<file path="src/rtl/hart_request_frame_checker_core_assert.svh">
// Assertion macros for the request frame checker.
// Expects clk and rst_n in the scope of use; no other dependencies.
`ifndef HART_REQUEST_FRAME_CHECKER_CORE_ASSERT_SVH
`define HART_REQUEST_FRAME_CHECKER_CORE_ASSERT_SVH

// Same-cycle implication, disabled during reset.
`define HRFC_ASSERT_IMPLY(label, ante, cons) \
  label: assert property (@(posedge clk) disable iff (!rst_n) (ante) |-> (cons)) \
    else $error("hrfc check failed");

// Next-cycle implication, disabled during reset.
`define HRFC_ASSERT_NEXT(label, ante, cons) \
  label: assert property (@(posedge clk) disable iff (!rst_n) (ante) |=> (cons)) \
    else $error("hrfc check failed");

`endif

</file>
<file path="src/rtl/hrfc_pkg.sv">
// Shared types and constants for the request frame checker.
// No dependencies.
package hrfc_pkg;

  localparam logic [7:0] SHORT_DELIM = 8'h02;
  localparam logic [7:0] LONG_DELIM  = 8'h82;
  localparam logic [5:0] ADDR_MASK   = 6'h3F;

  localparam logic [8:0] SHORT_CMD_POS = 9'd2;
  localparam logic [8:0] LONG_CMD_POS  = 9'd6;

  typedef enum logic [1:0] {
    ST_OK        = 2'd0,
    ST_BAD_DELIM = 2'd1,
    ST_CHECKSUM  = 2'd2,
    ST_ADDR_MISS = 2'd3
  } status_t;

  typedef enum logic [1:0] {
    REG_POLL_ADDR = 2'd0,
    REG_MFR_CODE  = 2'd1,
    REG_DEV_TYPE  = 2'd2,
    REG_DEV_SER   = 2'd3
  } reg_idx_t;

  typedef struct packed {
    logic [7:0] rx_byte;
    logic       frame_start;
  } in_item_t;

  typedef struct packed {
    status_t    status;
    logic [7:0] command;
    logic       long_frame;
    logic [7:0] byte_count;
  } out_item_t;

  typedef struct packed {
    logic [5:0]  polling_address;
    logic [5:0]  manufacturer_code;
    logic [7:0]  device_type_code;
    logic [23:0] device_serial;
  } cfg_t;

  typedef struct packed {
    logic       in_frame;
    logic       is_long;
    logic [8:0] position;
  } frame_stat_t;

endpackage

</file>
<file path="src/rtl/hrfc_in_stage.sv">
// Input register stage of the request frame checker.
// Depends on hrfc_pkg.
module hrfc_in_stage (
  input  logic              clk,
  input  logic              rst_n,
  input  logic              in_valid,
  output logic              in_stall,
  input  hrfc_pkg::in_item_t in_data,
  input  logic              advance,
  output logic              s1_valid,
  output hrfc_pkg::in_item_t s1_data
);
  import hrfc_pkg::*;

  logic     s1_valid_r, s1_valid_nxt;
  in_item_t s1_data_r;
  logic     accept;

  assign in_stall = s1_valid_r && !advance;
  assign accept   = in_valid && !in_stall;

  always_comb begin
    s1_valid_nxt = s1_valid_r;
    if (accept) begin
      s1_valid_nxt = 1'b1;
    end else if (advance) begin
      s1_valid_nxt = 1'b0;
    end
  end

  always_ff @(posedge clk) begin
    if (!rst_n) begin
      s1_valid_r <= 1'b0;
    end else begin
      s1_valid_r <= s1_valid_nxt;
    end
  end

  always_ff @(posedge clk) begin
    if (accept) begin
      s1_data_r <= in_data;
    end
  end

  assign s1_valid = s1_valid_r;
  assign s1_data  = s1_data_r;

endmodule

</file>
<file path="src/rtl/hrfc_frame.sv">
// Frame tracking state and per-byte checking logic.
// Depends on hrfc_pkg.
module hrfc_frame (
  input  logic                  clk,
  input  logic                  rst_n,
  input  logic                  step,
  input  hrfc_pkg::in_item_t    item,
  input  hrfc_pkg::cfg_t        cfg,
  output logic                  res_valid,
  output hrfc_pkg::out_item_t   res,
  output hrfc_pkg::frame_stat_t stat
);
  import hrfc_pkg::*;

  logic       in_frame_r, in_frame_nxt;
  logic [8:0] pos_r, pos_nxt;
  logic [7:0] xor_r, xor_nxt;
  logic       is_long_r, is_long_nxt;
  logic       match_r, match_nxt;
  logic [7:0] cmd_r, cmd_nxt;
  logic [7:0] cnt_r, cnt_nxt;

  logic [8:0] cmd_pos;
  logic [8:0] chk_pos;
  logic       is_chk;
  logic       byte_ok;
  logic [7:0] b;

  assign b       = item.rx_byte;
  assign cmd_pos = is_long_r ? LONG_CMD_POS : SHORT_CMD_POS;
  assign chk_pos = cmd_pos + 9'd2 + {1'b0, cnt_r};
  assign is_chk  = (pos_r > (cmd_pos + 9'd1)) && (pos_r == chk_pos);

  // address byte compare for the current position
  always_comb begin
    byte_ok = 1'b1;
    if (is_long_r) begin
      case (pos_r)
        9'd1:    byte_ok = (b[5:0] & ADDR_MASK) == cfg.manufacturer_code;
        9'd2:    byte_ok = b == cfg.device_type_code;
        9'd3:    byte_ok = b == cfg.device_serial[23:16];
        9'd4:    byte_ok = b == cfg.device_serial[15:8];
        9'd5:    byte_ok = b == cfg.device_serial[7:0];
        default: byte_ok = 1'b1;
      endcase
    end else if (pos_r == 9'd1) begin
      byte_ok = (b[5:0] & ADDR_MASK) == cfg.polling_address;
    end
  end

  always_comb begin
    in_frame_nxt = in_frame_r;
    pos_nxt      = pos_r;
    xor_nxt      = xor_r;
    is_long_nxt  = is_long_r;
    match_nxt    = match_r;
    cmd_nxt      = cmd_r;
    cnt_nxt      = cnt_r;
    res_valid    = 1'b0;
    res.status     = ST_OK;
    res.command    = cmd_r;
    res.long_frame = is_long_r;
    res.byte_count = cnt_r;

    if (step) begin
      if (item.frame_start) begin
        in_frame_nxt = 1'b0;
        pos_nxt      = 9'd0;
        xor_nxt      = 8'd0;
        is_long_nxt  = 1'b0;
        match_nxt    = 1'b1;
        cmd_nxt      = 8'd0;
        cnt_nxt      = 8'd0;
        if (b == SHORT_DELIM || b == LONG_DELIM) begin
          in_frame_nxt = 1'b1;
          is_long_nxt  = (b == LONG_DELIM);
          pos_nxt      = 9'd1;
          xor_nxt      = b;
        end else begin
          res_valid      = 1'b1;
          res.status     = ST_BAD_DELIM;
          res.command    = 8'd0;
          res.long_frame = 1'b0;
          res.byte_count = 8'd0;
        end
      end else if (in_frame_r) begin
        if (is_chk) begin
          res_valid    = 1'b1;
          // address mismatch takes priority over checksum
          res.status   = !match_r ? ST_ADDR_MISS : (b == xor_r ? ST_OK : ST_CHECKSUM);
          in_frame_nxt = 1'b0;
          pos_nxt      = 9'd0;
        end else begin
          if (!byte_ok) begin
            match_nxt = 1'b0;
          end
          if (pos_r == cmd_pos) begin
            cmd_nxt = b;
          end
          if (pos_r == cmd_pos + 9'd1) begin
            cnt_nxt = b;
          end
          xor_nxt = xor_r ^ b;
          pos_nxt = pos_r + 9'd1;
        end
      end
    end
  end

  always_ff @(posedge clk) begin
    if (!rst_n) begin
      in_frame_r <= 1'b0;
      pos_r      <= 9'd0;
      xor_r      <= 8'd0;
      is_long_r  <= 1'b0;
      match_r    <= 1'b1;
      cmd_r      <= 8'd0;
      cnt_r      <= 8'd0;
    end else begin
      in_frame_r <= in_frame_nxt;
      pos_r      <= pos_nxt;
      xor_r      <= xor_nxt;
      is_long_r  <= is_long_nxt;
      match_r    <= match_nxt;
      cmd_r      <= cmd_nxt;
      cnt_r      <= cnt_nxt;
    end
  end

  assign stat.in_frame = in_frame_r;
  assign stat.is_long  = is_long_r;
  assign stat.position = pos_r;

endmodule

</file>
<file path="src/rtl/hrfc_out_reg.sv">
// Result output register with valid/stall handshake.
// Depends on hrfc_pkg.
module hrfc_out_reg (
  input  logic                clk,
  input  logic                rst_n,
  input  logic                res_valid,
  input  hrfc_pkg::out_item_t res,
  output logic                ready,
  output logic                out_valid,
  input  logic                out_stall,
  output hrfc_pkg::out_item_t out_data
);
  import hrfc_pkg::*;

  logic      out_valid_r, out_valid_nxt;
  out_item_t out_data_r;

  // slot is free when empty or when the held result transfers this cycle
  assign ready = !out_valid_r || !out_stall;

  always_comb begin
    out_valid_nxt = out_valid_r;
    if (ready) begin
      out_valid_nxt = res_valid;
    end
  end

  always_ff @(posedge clk) begin
    if (!rst_n) begin
      out_valid_r <= 1'b0;
    end else begin
      out_valid_r <= out_valid_nxt;
    end
  end

  always_ff @(posedge clk) begin
    if (ready && res_valid) begin
      out_data_r <= res;
    end
  end

  assign out_valid = out_valid_r;
  assign out_data  = out_data_r;

endmodule

</file>
<file path="src/rtl/hart_request_frame_checker_core.sv">
// Request frame checker: each input byte is registered in the input stage, and its result in the result register.
// Throughput one byte per cycle; stalls only when the result register is held.
// Path: input register -> per-byte frame logic -> result register.
// Reset (rst_n low, synchronous): hunting for a delimiter, config registers zero.
// Depends on hrfc_pkg, hrfc_in_stage, hrfc_frame, hrfc_out_reg and the assert header.
`include "hart_request_frame_checker_core_assert.svh"

module hart_request_frame_checker_core (
  input  logic                clk,
  input  logic                rst_n,
  input  logic                in_valid,
  output logic                in_stall,
  input  hrfc_pkg::in_item_t  in_data,
  output logic                out_valid,
  input  logic                out_stall,
  output hrfc_pkg::out_item_t out_data,
  input  logic                cfg_we,
  input  hrfc_pkg::reg_idx_t  cfg_index,
  input  logic [23:0]         cfg_wdata
);
  import hrfc_pkg::*;

  cfg_t        cfg_r;
  logic        s1_valid;
  in_item_t    s1_data;
  logic        ready;
  logic        step;
  logic        res_valid;
  out_item_t   res;
  frame_stat_t stat;

  always_ff @(posedge clk) begin
    if (!rst_n) begin
      cfg_r <= '0;
    end else if (cfg_we) begin
      case (cfg_index)
        REG_POLL_ADDR: cfg_r.polling_address   <= cfg_wdata[5:0];
        REG_MFR_CODE:  cfg_r.manufacturer_code <= cfg_wdata[5:0];
        REG_DEV_TYPE:  cfg_r.device_type_code  <= cfg_wdata[7:0];
        REG_DEV_SER:   cfg_r.device_serial     <= cfg_wdata;
        default:       cfg_r <= cfg_r;
      endcase
    end
  end

  assign step = s1_valid && ready;

  hrfc_in_stage u_in (
    .clk      (clk),
    .rst_n    (rst_n),
    .in_valid (in_valid),
    .in_stall (in_stall),
    .in_data  (in_data),
    .advance  (ready),
    .s1_valid (s1_valid),
    .s1_data  (s1_data)
  );

  hrfc_frame u_frame (
    .clk       (clk),
    .rst_n     (rst_n),
    .step      (step),
    .item      (s1_data),
    .cfg       (cfg_r),
    .res_valid (res_valid),
    .res       (res),
    .stat      (stat)
  );

  hrfc_out_reg u_out (
    .clk       (clk),
    .rst_n     (rst_n),
    .res_valid (res_valid),
    .res       (res),
    .ready     (ready),
    .out_valid (out_valid),
    .out_stall (out_stall),
    .out_data  (out_data)
  );

  `HRFC_ASSERT_IMPLY(a_bad_delim_fields, out_valid && out_data.status == ST_BAD_DELIM,
    out_data.command == 8'd0 && !out_data.long_frame && out_data.byte_count == 8'd0)
  `HRFC_ASSERT_IMPLY(a_hunt_pos_zero, !stat.in_frame, stat.position == 9'd0)
  `HRFC_ASSERT_IMPLY(a_frame_pos_nonzero, stat.in_frame, stat.position != 9'd0)
  `HRFC_ASSERT_IMPLY(a_stall_needs_item, in_stall, s1_valid && out_valid && out_stall)
  `HRFC_ASSERT_NEXT(a_result_from_step, res_valid && ready, out_valid)

endmodule
</file>
<file path="config.mk">
export PLATFORM = sky130hd
export DESIGN_NAME = hart_request_frame_checker_core
export DESIGN_NICKNAME = d
export VERILOG_FILES = /design/src/rtl/hrfc_pkg.sv /design/src/rtl/hrfc_in_stage.sv /design/src/rtl/hrfc_frame.sv /design/src/rtl/hrfc_out_reg.sv /design/src/rtl/hart_request_frame_checker_core.sv
export VERILOG_INCLUDE_DIRS = /design/src /design/src/rtl
export SDC_FILE = /design/constraint.sdc
export NUM_CORES = 1
export LEC_CHECK = 0
export BUFFER_PORTS_ARGS = -buffer_cell sky130_fd_sc_hd__buf_2
export CORE_MARGIN = 2
export CORE_UTILIZATION = 58
export CTS_BUF_LIST = sky130_fd_sc_hd__clkbuf_16
export CTS_CLUSTER_DIAMETER = 40
export DETAILED_ROUTE_END_ITERATION = 8
export GPL_TIMING_DRIVEN = 0
export PLACE_DENSITY = 0.75
export SLEW_MARGIN = 30
export SYNTH_ARGS = -nofsm -noshare
export SYNTH_HDL_FRONTEND = slang
export SYNTH_SLANG_ARGS = --single-unit
</file>
<file path="constraint.sdc">
create_clock -name clk -period 3.7 [get_ports clk]
set_input_delay 0.555 -clock clk [delete_from_list [all_inputs] [get_ports clk]]
set_output_delay 0.555 -clock clk [all_outputs]
set_load 0.05 [all_outputs]
</file>
==> run summary <==
status -> finished clean
CP Data Required Time -> 3.70 ns
max-slew violation count -> 0
Mapped Cells -> 577
post-DP HPWL -> 9050 um
Ports -> 61
Synth cell types -> 60
Root Buffer -> clkbuf_16
clock latency on the worst-skew pair -> 0.34 ns
Final Hold Fails -> 0
critical path fanouts, max -> 19
Post-DRT Antenna Nets -> 0
Setup TNS Final -> 0 ns
DRT iter0 DRCs -> 286
CORE AREA -> 8810 sq um
type of origin of the critical path -> flip-flop
# port buffers -> 60
Syn Std Cell Area -> 5320 sq um
initial antenna violation count -> 0
Max IR drop VDD -> 0.000296 V
LEAKAGE -> 2.29 nW
RSZ-0062 raised after global routing -> false
Clk pin slew, worst setup/hold paths -> 0.08 ns
Die Y -> 99.8 um
Tot GR Track Use -> 0.261
CP Cell Sequence -> inv_1 -> ha_1 -> inv_1 -> ha_1 -> ha_1 -> xnor2_1 -> nand4_1 -> a311o_1 -> a2111oi_0 -> nand3_1 -> nand2_2
Final Setup Violations -> 0
via count -> 4,410
post-place setup slack -> 0.0948 ns
Critical Path Max Stage Delay -> 0.44 ns
Peak Freq -> 0.295 GHz
worst hold path class -> primary input to flip-flop
Post-Route WL -> 12,400 um
Slew @ Worst Pin -> 0.823 ns
layout cells sized above 1 -> 0.149
Top cell by count, worst path -> ha_1
Final Skew -> 0.00777 ns
dominant cell type by area after synthesis -> dfxtp_1
Final Net Count -> 696
number of global-route vias before repair -> 4,225
final worst slack -> 0.314 ns
Max-Cap Viols -> 0
Synth warnings -> 0
hold_buf cts -> 0
GPL Wtd Cong -> 0.874
Crit-path slowest cell -> a2111oi_0
H-tree levels -> 3
Clock Sinks -> 110
CTS Buf Count -> 9
Final period util -> 0.915
fin util -> 0.689
DRC -> 0
Non-Filler Instances -> 761
total gr overflow -> 0
Worst EP arrival -> 3.39 ns
Antenna diodes -> 0
first-pass GRT wire length -> 20,500 um
drt via density -> 5.80
Max-slew headroom -> 0.450
top-area cell type share of the netlist area -> 0.309
Async S/R FF share, synth -> 0
Pwr Density -> 411 nW/um^2
critical path class -> flip-flop to flip-flop
CTS tree -> done
number of synthesized register bits -> 110
CP Capture Type -> flip-flop
1st-pass router iterations -> 6
Chip Width -> 99.8 um
Primary FF master, synth -> dfxtp_1
placed instance count -> 745
Area contributors post-synth -> dfxtp_1, edfxtp_1, mux2i_1
die area -> 9960 sq um
final period demand of the worst path -> 3.39 ns
Layout area overhead -> 14.1%
sequential-to-total area share from yosys stat -> 0.467
largest net degree at the start of global routing -> 20
Longest Clk Path Bufs -> 2
syn_area_per_cell -> 9.22 sq um
EDFF count, synth -> 28
starting density of the core -> 0.604
number of core rows -> 34
Mapped Nets -> 625
routed len/inst -> 16.3 um
[sequential cells by signal, indices dropped and copies added, names as in the netlist]
signal / cells
cfg_r: 44
u_frame.pos_r: 9
u_out.out_data: 19
u_frame.match_r: 1
u_frame.in_frame_r: 1
u_in.s1_valid: 1
u_frame.cnt_r: 8
u_frame.xor_r: 8
u_frame.is_long_r: 1
u_out.out_valid: 1
u_frame.cmd_r: 8
u_in.s1_data: 9
[critical path, delay by kind of cell, from the launching register on]
family | cells | cell delay, ns
DFF | 1 | 0.36
AOI/OAI and AO/OA | 2 | 0.83
buffers and inverters | 2 | 0.21
xor gates and xnor gates | 1 | 0.15
and+or+nand+nor | 3 | 0.79
adders and majority gates | 3 | 0.70
[kinds of logic (layout without fill, tap and decap cells)]
logic type | count (synthesis) | count (layout) | synth area share
adder cells (fa/ha/maj) | 8 | 8 | 0.0188
buffers and inverters | 52 | 128 | 0.0402
XOR/XNOR | 33 | 33 | 0.0543
multiplexers | 39 | 39 | 0.0734
AO/OA/AOI/OAI | 106 | 106 | 0.138
flip-flops | 110 | 110 | 0.467
AND/OR/NAND/NOR | 229 | 229 | 0.209
[stage by stage]
stage	power (mW)	hold WS [ns]	cell area (sq um)
final	2.49	0.380	6070
after global routing	2.58	0.364	6070
after CTS	2.51	0.373	6070
after detailed placement	1.53	0.448	5760
after global placement	1.53	0.445	5760
after floorplan	1.46	0.436	5320
[layout make-up]
cell class	instances	area [sq um]
Timing Repair Buffer	60	300
Buffer	40	169
Sequential cell	110	2480
Clock buffer	9	225
Tap cell	108	135
Inverter	12	45.0
Clock inverter	7	82.6
Fill cell	686	2740
Multi-Input combinational cell	415	2630
[power breakdown]
part           switching [mW]  internal (mW)
clock network           0.450          0.535
registers              0.0222           1.27
logic                   0.144         0.0771
[synthesized netlist by cell type, drive strengths merged (5+ instances only)]
cell type	number
a22o	7
a31oi	8
nor2	62
a21oi	47
a22oi	12
nor4	5
xnor2	15
buf	10
nor2b	11
dfxtp	82
nand3	15
nor3b	6
nand2	77
mux2i	39
o21ai	9
clkbuf	30
inv	12
nor3	5
edfxtp	28
ha	8
xor2	18
and2	19
[timing repair]
item,in CTS,in global routing
gates resized for setup,0,1
endpoints found under the hold margin,0,0
endpoints found under the setup margin,0,19
setup buffers,0,0
[cells in the final DEF (no fill, tap or decap), types with 15 or more instances in the layout]
master / count
nor2_1: 61
dfxtp_1: 82
buf_2: 63
xor2_1: 18
nand2_1: 76
xnor2_1: 15
and2_1: 19
edfxtp_1: 28
nand3_1: 15
a21oi_1: 46
mux2i_1: 39
clkbuf_1: 30
[metal layers]
metal  vias up  wire (um)  global-route usage  share of wire
li1       2157          -                   -              -
met1      2071       5380               0.329           0.43
met2       156       6040               0.456           0.49
met3        26        692              0.0481          0.056
met4         0        272              0.0811          0.022
met5         -          0                   0              0
[final timing paths]
path	cells after the start	from	slack (ns)	endpoint
worst min register to register	2	cfg_r[11]$_SDFFE_PN0P_	0.46	cfg_r[11]$_SDFFE_PN0P_
worst min-delay path	1	in_data[3]	0.38	u_in.s1_data[3]$_DFFE_PP_
worst max-delay path	11	u_frame.is_long_r$_SDFFE_PN0P_	0.31	u_out.out_data[6]$_DFFE_PP_
worst max register to register	11	u_frame.is_long_r$_SDFFE_PN0P_	0.31	u_out.out_data[6]$_DFFE_PP_
Note: power is estimated with default switching activity, not from simulation.
